--- config.mk ---
export PLATFORM = sky130hd
export DESIGN_NAME = kabf_alu
export DESIGN_NICKNAME = d
export VERILOG_FILES = /design/src/rtl/core/kabf_pkg.sv /design/src/rtl/core/kabf_alu.sv
export SDC_FILE = /design/constraint.sdc
export NUM_CORES = 2
export LEC_CHECK = 0
export BUFFER_PORTS_ARGS = -buffer_cell sky130_fd_sc_hd__clkbuf_2
export CAP_MARGIN = 30
export CORE_MARGIN = 2
export CORE_UTILIZATION = 55
export CTS_BUF_LIST = sky130_fd_sc_hd__clkbuf_16
export CTS_CLUSTER_SIZE = 16
export DETAILED_ROUTE_END_ITERATION = 12
export GPL_TIMING_DRIVEN = 1
export HOLD_SLACK_MARGIN = 0.15
export PLACE_DENSITY = 0.72
export SYNTH_ARGS = -nofsm -noshare
export SYNTH_HDL_FRONTEND = slang
export SYNTH_SLANG_ARGS = --single-unit
--- constraint.sdc ---
create_clock -name clk -period 15.1 [get_ports clk]
set_input_delay 1.51 -clock clk [delete_from_list [all_inputs] [get_ports clk]]
set_output_delay 1.51 -clock clk [all_outputs]
set_load 0.005 [all_outputs]
--- src/rtl/core/kabf_pkg.sv ---
// shared types and constants of the angle and bias kalman filter
`default_nettype none
package kabf_pkg;

  localparam int unsigned DW = 32;
  localparam int unsigned FB = 16;

  typedef struct packed {
    logic signed [DW-1:0] measured_value;
    logic signed [DW-1:0] measured_rate;
    logic [DW-1:0]        elapsed_time;
  } in_item_t;

  typedef struct packed {
    logic signed [DW-1:0] estimate;
    logic signed [DW-1:0] bias_estimate;
    logic signed [DW-1:0] corrected_rate;
    logic signed [DW-1:0] step_velocity;
    logic                 skipped;
  } out_item_t;

  // register indexes
  localparam logic [2:0] REG_INIT = 3'd0;
  localparam logic [2:0] REG_LIFE = 3'd1;
  localparam logic [2:0] REG_QV   = 3'd2;
  localparam logic [2:0] REG_QB   = 3'd3;
  localparam logic [2:0] REG_R    = 3'd4;

  // shared unit operations
  localparam logic [1:0] OP_MUL = 2'd0;
  localparam logic [1:0] OP_ADD = 2'd1;
  localparam logic [1:0] OP_SUB = 2'd2;

  localparam logic signed [DW-1:0] SMAX = {1'b0, {(DW-1){1'b1}}};
  localparam logic signed [DW-1:0] SMIN = {1'b1, {(DW-1){1'b0}}};

  function automatic logic signed [DW-1:0] sat_u(input logic [DW-1:0] v);
    sat_u = v[DW-1] ? SMAX : v;
  endfunction

endpackage
`default_nettype wire

--- src/rtl/core/kabf_alu.sv ---
// shared saturating multiply and add/subtract unit, one registered result
`default_nettype none
module kabf_alu (
  input  wire logic                         clk,
  input  wire logic [1:0]                   op,
  input  wire logic signed [kabf_pkg::DW-1:0] a,
  input  wire logic signed [kabf_pkg::DW-1:0] b,
  output logic signed [kabf_pkg::DW-1:0]      res_r
);
  import kabf_pkg::*;

  logic [DW-1:0]   ma, mb;
  logic [2*DW-1:0] prod, rnd;
  logic [DW:0]     mag;
  logic            neg;
  logic signed [DW:0] s;
  logic signed [DW-1:0] res_nxt;

  always_comb begin
    ma   = a[DW-1] ? DW'(-a) : a;
    mb   = b[DW-1] ? DW'(-b) : b;
    neg  = a[DW-1] ^ b[DW-1];
    prod = ma * mb;
    rnd  = prod + ((2*DW)'(1) << (FB-1));
    s    = 'x;
    mag  = '0;
    res_nxt = '0;
    unique case (op)
      OP_MUL: begin
        if (rnd[2*DW-1:FB+DW] != '0) begin
          res_nxt = neg ? SMIN : SMAX;
        end else begin
          mag = rnd[FB+DW:FB];
          if (mag[DW] || (mag[DW-1] && !neg)) res_nxt = neg ? SMIN : SMAX;
          else if (neg && mag[DW-1]) res_nxt = SMIN;
          else res_nxt = neg ? DW'(-mag[DW-1:0]) : mag[DW-1:0];
        end
      end
      OP_ADD, OP_SUB: begin
        s = (op == OP_ADD) ? ({a[DW-1], a} + {b[DW-1], b}) : ({a[DW-1], a} - {b[DW-1], b});
        if (s[DW] != s[DW-1]) res_nxt = s[DW] ? SMIN : SMAX;
        else res_nxt = s[DW-1:0];
      end
      default: res_nxt = '0;
    endcase
  end

  always_ff @(posedge clk) res_r <= res_nxt;

endmodule
`default_nettype wire
### Yosys cells after proc, flatten, opt, wreduce, memory -nomap -nowiden

Cells that the tools add are included.

* bits in registers: 32
* bits of input ports: 67
* output and inout bits: 32
* logic and storage cells: 30

* $add $sub $neg: 6
* multipliers: 1
* equal/unequal tests: 3
* muxes and demuxes: 11
* bitwise logic cells: 1
* reductions and logical operators: 7

Operators by type and width (count)
* $mux W32: 9
* $neg A32 Y32: 3
* $add A64 B16 Y64 const B: 1
* $mul A32 B32 Y64: 1
* $pmux W32 S2: 1
* $add A32 B32 Y33: 1
* $mux W33: 1
* $sub A32 B32 Y33: 1
* $reduce_bool A16 Y1: 1
* $eq A2 B1 Y1 const B: 1
* $eq A2 B2 Y1 const B: 1
* $logic_and A1 B1 Y1: 2
* $logic_not A2 Y1: 1
* $reduce_or A2 Y1: 1
* $logic_not A1 Y1: 1
* $logic_or A1 B1 Y1: 1
* $ne A1 B1 Y1: 1
* $xor A1 B1 Y1: 1

### Longest topological paths before layout

* depth after elaboration: 10
* gate-level depth with buffers: 46
* gate-level depth less buffers: 40

### Worst setup path before layout

OpenSTA, ideal clock, no wires.

* path kind: input to register
* start point: input a[0] in the netlist's numbering
* end point: register res_r[25] in the netlist's numbering
* library setup time: 127 ps
* data arrival time: 12759 ps
* required time: 14973 ps
* path slack: 2214 ps
* cell stages on the path: 43
* buffers on the path: 7
* path through: buf_2 -> inv_1 -> clkbuf_1 -> ha_1 -> nand2b_1 -> nor2_1 -> nand2_1 -> or4_1 -> or3_1 -> or4_1 -> o41ai_1 -> xor2_1 -> clkbuf_1 -> nor2_1 -> fa_1 -> fa_1 -> fa_1 -> inv_1 -> [7 not listed] -> inv_1 -> ha_1 -> clkbuf_1 -> a21oi_1 -> o21ai_0 -> o21ai_0 -> o21bai_1 -> or2_1 -> buf_2 -> mux2i_1 -> a22o_1 -> or4_1 -> or3_1 -> clkbuf_1 -> or2_1 -> clkbuf_1 -> o21ai_1 -> or3b_1

* word-level cells in the longest chain between the ends: 10
* elaborated cells between the ends (all ways): 20
* classes of those cells: 5 x add/sub; 1 x mul; 1 x eq/ne; 9 x mux; 4 x reduce/logical

RTL lines
* start: declaration: line kabf_alu.sv:6 `input wire logic signed [kabf_pkg::DW-1:0] a,`
* $neg A32 Y32: line kabf_alu.sv:20 `ma = a[DW-1] ? DW'(-a) : a;`
* $mux W32: line kabf_alu.sv:20
* $mul A32 B32 Y64: line kabf_alu.sv:23 `prod = ma * mb;`
* $add A64 B16 Y64: line kabf_alu.sv:24 `rnd = prod + ((2*DW)'(1) << (FB-1));`
* $neg A32 Y32: line kabf_alu.sv:36 `else res_nxt = neg ? DW'(-mag[DW-1:0]) : mag[DW-1:0];`
* $mux W32: line kabf_alu.sv:36
* $mux W32: line kabf_alu.sv:35 `else if (neg && mag[DW-1]) res_nxt = SMIN;`
* $mux W32: line kabf_alu.sv:34 `if (mag[DW] || (mag[DW-1] && !neg)) res_nxt = neg ? SMIN : SMAX;`
* $mux W32: line kabf_alu.sv:30 `if (rnd[2*DW-1:FB+DW] != '0) begin`
* $pmux W32 S2 *: line kabf_alu.sv:28 `unique case (op)`
* net res_nxt[25]: line kabf_alu.sv:17 `logic signed [DW-1:0] res_nxt;`
* end signal: assignment: line kabf_alu.sv:48 `always_ff @(posedge clk) res_r <= res_nxt;`
* end: declaration: line kabf_alu.sv:8 `output logic signed [kabf_pkg::DW-1:0] res_r`

The timed path passes the listed nets; every way through them passes the cells marked *.

### Worst setup path after layout

Ends and elaborated chain as after synthesis.

==> flow_metrics.tcl <==
set metrics [dict create \
    run_status "complete, no violations" \
    crit_type "in -> reg" \
    top_register "res_r" \
    syn2layout_area_growth_pct 6.72 \
    critical_path_required_ns 15.26 \
    cap_violations 0 \
    met3RoutedLength_mm 16.1 \
    whs_path_depth 4 \
    std_cell_rows 98 \
    viasPerCell 5.97 \
    syn-instance-count 4831 \
    netlist-cell-type-count 85 \
    clock_tree.htree_level_count 2 \
    synthesis.yosys.warnings 0 \
    die_w_microns 272 \
    syn-cell-area_sq_um 39400 \
    proportion_of_layout_cells_with_a_drive_suffix_above_1_pct 6.87 \
    cts_resized 0 \
    start_util_pct 55.3 \
    netlist_top_cells_count "inv_1 (988), fa_1 (898), nor2_1 (765)" \
    via_total_after_detailed_routing 34500 \
    route.detailed.drc 0 \
    fin_worst_hold_slack_ns 1.79 \
    synth.net_count 6118 \
    fillCellCount 6403 \
    cp-end-kind "register" \
    timing.critical_path.from_type "primary input" \
    final_total_negative_setup_slack_ns 0 \
    cts-root-to-sink-buffers 2 \
    drt-initial-drc-count 3550 \
    layout_top_registers "res_r x32" \
    synthTopCellsByArea "fa_1 (46%), ha_1 (10%), inv_1 (9.4%), nor2_1 (7.3%), nand2_1 (5.2%)" \
    area_share_of_the_largest_cell_type_after_synthesis_pct 45.6 \
    met1Wirelength_mm 53.2 \
    fmax_mhz 71.1 \
    ctsRootBufferMaster "clkbuf_16" \
    largest_register_ffs 32 \
    setup_viol 0 \
    cp_slowest_stage_delay_ns 0.82 \
    hold_fix_buffers_cts 0 \
    most_numerous_cell_on_the_critical_path "fa_1" \
    postSynth.asyncResetShare_pct 0 \
    wl_mm 141 \
    synth_sequential_area_ratio_pct 1.63 \
    cts_tree "built" \
    timing_hold_violations_final 0 \
    min_delay_worst_endpoint "res_r[0]" \
    dr.pass1.iters 7 \
    core_area_sq_um 71200 \
    post-place-ws_ns 0.933 \
    yosys_register_bits 32 \
    hold_start "b[0]" \
    place.detailed.hpwl_mm 117 \
    netlist.top_cell.by_area "fa_1" \
    first_pass_grt_wire_length_mm 214 \
    buffer_ports.inserted 98 \
    maxSlewHeadroom_pct 23.5 \
    synth_most_common_cell "inv_1" \
    min-delay-path-class "in -> reg" \
    die-area_sq_um 73800 \
    timing.final.max_slew_violations 0 \
    wl_met2_mm 61.9 \
    gpl.final_weighted_congestion 0.998 \
    grt_start_max_net_pins 37 \
    final_critical_path_setup_slack_ns 1.03 \
    synth_enable_flop_cells 0 \
    critical_path.slowest_cell "xor2_1" \
    postSynth.topFlopCell "dfxtp_1" \
    critPathMaxFanout 20 \
    worst-endpoint-arrival_ns 14.23 \
    route.detailed.wl_per_inst_microns 24.3 \
    postCtsSetupBuffers 0 \
    clock_sink_count 32 \
    grt.total_usage_pct 38.9 \
    final_layout_net_count 6118 \
    cts.clk_slew.worst_paths_ns 0.06 \
    initial_antenna_violation_count 6 \
    finalCriticalPeriod_ns 14.07 \
    globalRouteOverflowTotal 0 \
    rsz0062_at_grt "no" \
    layout_worst_path_cycle_share_pct 93.2 \
    cts-buffers-inserted 5 \
    die_h_microns 272 \
    io_pins 99 \
    max_slew.worst_pin.slew_ns 1.14 \
    drtAntennaViolNets 0 \
    top_signal_layer_used "met5" \
    via_count_of_the_first_global_routing_pass 35400 \
    average_cell_area_after_synthesis_sq_um 8.15 \
]
## routing by layer
metal / vias up / GRT usage [%]
met5: - / 0
met4: 8 / 20.0
met3: 522 / 8.77
met2: 1968 / 59.7
met1: 17400 / 51.8
li1: 14700 / -
## metrics by stage
| stage | util [%] | cells | instance area, sq um |
|---|---|---|---|
| finish | 59.0 | 5788 | 42000 |
| CTS | 58.9 | 5778 | 42000 |
| detailed placement | 58.7 | 5770 | 41800 |
| global route | 59.0 | 5782 | 42000 |
| floorplan | - | 4831 | 39400 |
| global placement | 58.6 | 5760 | 41700 |
## worst max-delay path, delay by kind of cell
family,cells,cell delay [ns]
buf+inv,6,0.47
simple gates,17,5.51
fa+ha+maj,9,4.44
compound gates,4,1.38
xor+xnor,2,0.91
## logic make-up (layout without fill, tap and decap cells)
family                     count (synthesis)  in the layout  synth area share [%]
AOI/OAI and AO/OA                        510            510                  8.26
xor gates and xnor gates                 219            219                  4.87
DFF                                       32             32                  1.63
muxes                                     21             21                 0.569
buffers and inverters                   1237           1238                  11.8
and+or+nand+nor                         1592           1592                  17.0
adders and majority gates               1220           1220                  55.9
other                                      0              6                     0
## cells in the final DEF (no fill, tap or decap), types with 8 or more instances in the layout
cell,count
a211oi_1,15
o22ai_1,11
o21bai_1,13
nor2_1,765
o21ai_0,114
xor2_2,25
nand2_1,542
o21ai_1,16
or3_1,16
o21a_1,13
nor2b_1,10
dfxtp_1,32
or4_1,11
a21oi_1,140
and3_1,13
nor3_1,48
mux2i_1,14
clkbuf_2,98
nand3b_1,8
buf_4,132
nand2b_1,24
and2_1,40
nor3b_1,10
xnor2_1,79
xnor2_2,20
o211ai_1,15
fa_1,898
a21o_1,48
xor2_1,81
inv_1,989
o31ai_1,19
nor4_1,19
a31oi_1,22
nand4_1,35
nand3_1,27
ha_1,322
## how the worst max path moves through the flow
| stage | start | to | depth (start not counted) |
|---|---|---|---|
| 2_1_floorplan | a[0] | res_r[25] | 43 |
| 3_3_place_gp | a[0] | res_r[25] | 38 |
| 3_5_place_dp | a[0] | res_r[25] | 38 |
| 4_1_cts | a[0] | res_r[25] | 38 |
| 5_1_grt | a[0] | res_r[25] | 38 |
| 6_report | a[0] | res_r[25] | 38 |
## cell type report
class / instances / area (sq um) / share of cell area [%]
repair buffers: 241 / 1630 / 3.87
well taps: 950 / 1190 / 2.83
clock buffers: 5 / 125 / 0.298
multi-input cells: 3562 / 34700 / 82.6
diodes: 6 / 15.0 / 0.0357
inverters: 989 / 3710 / 8.83
clock inverters: 3 / 20.0 / 0.0476
flip-flops and latches: 32 / 641 / 1.52
Power is not shown: default switching activity piles up to over one toggle a cycle in this logic, so the estimate is an artifact.
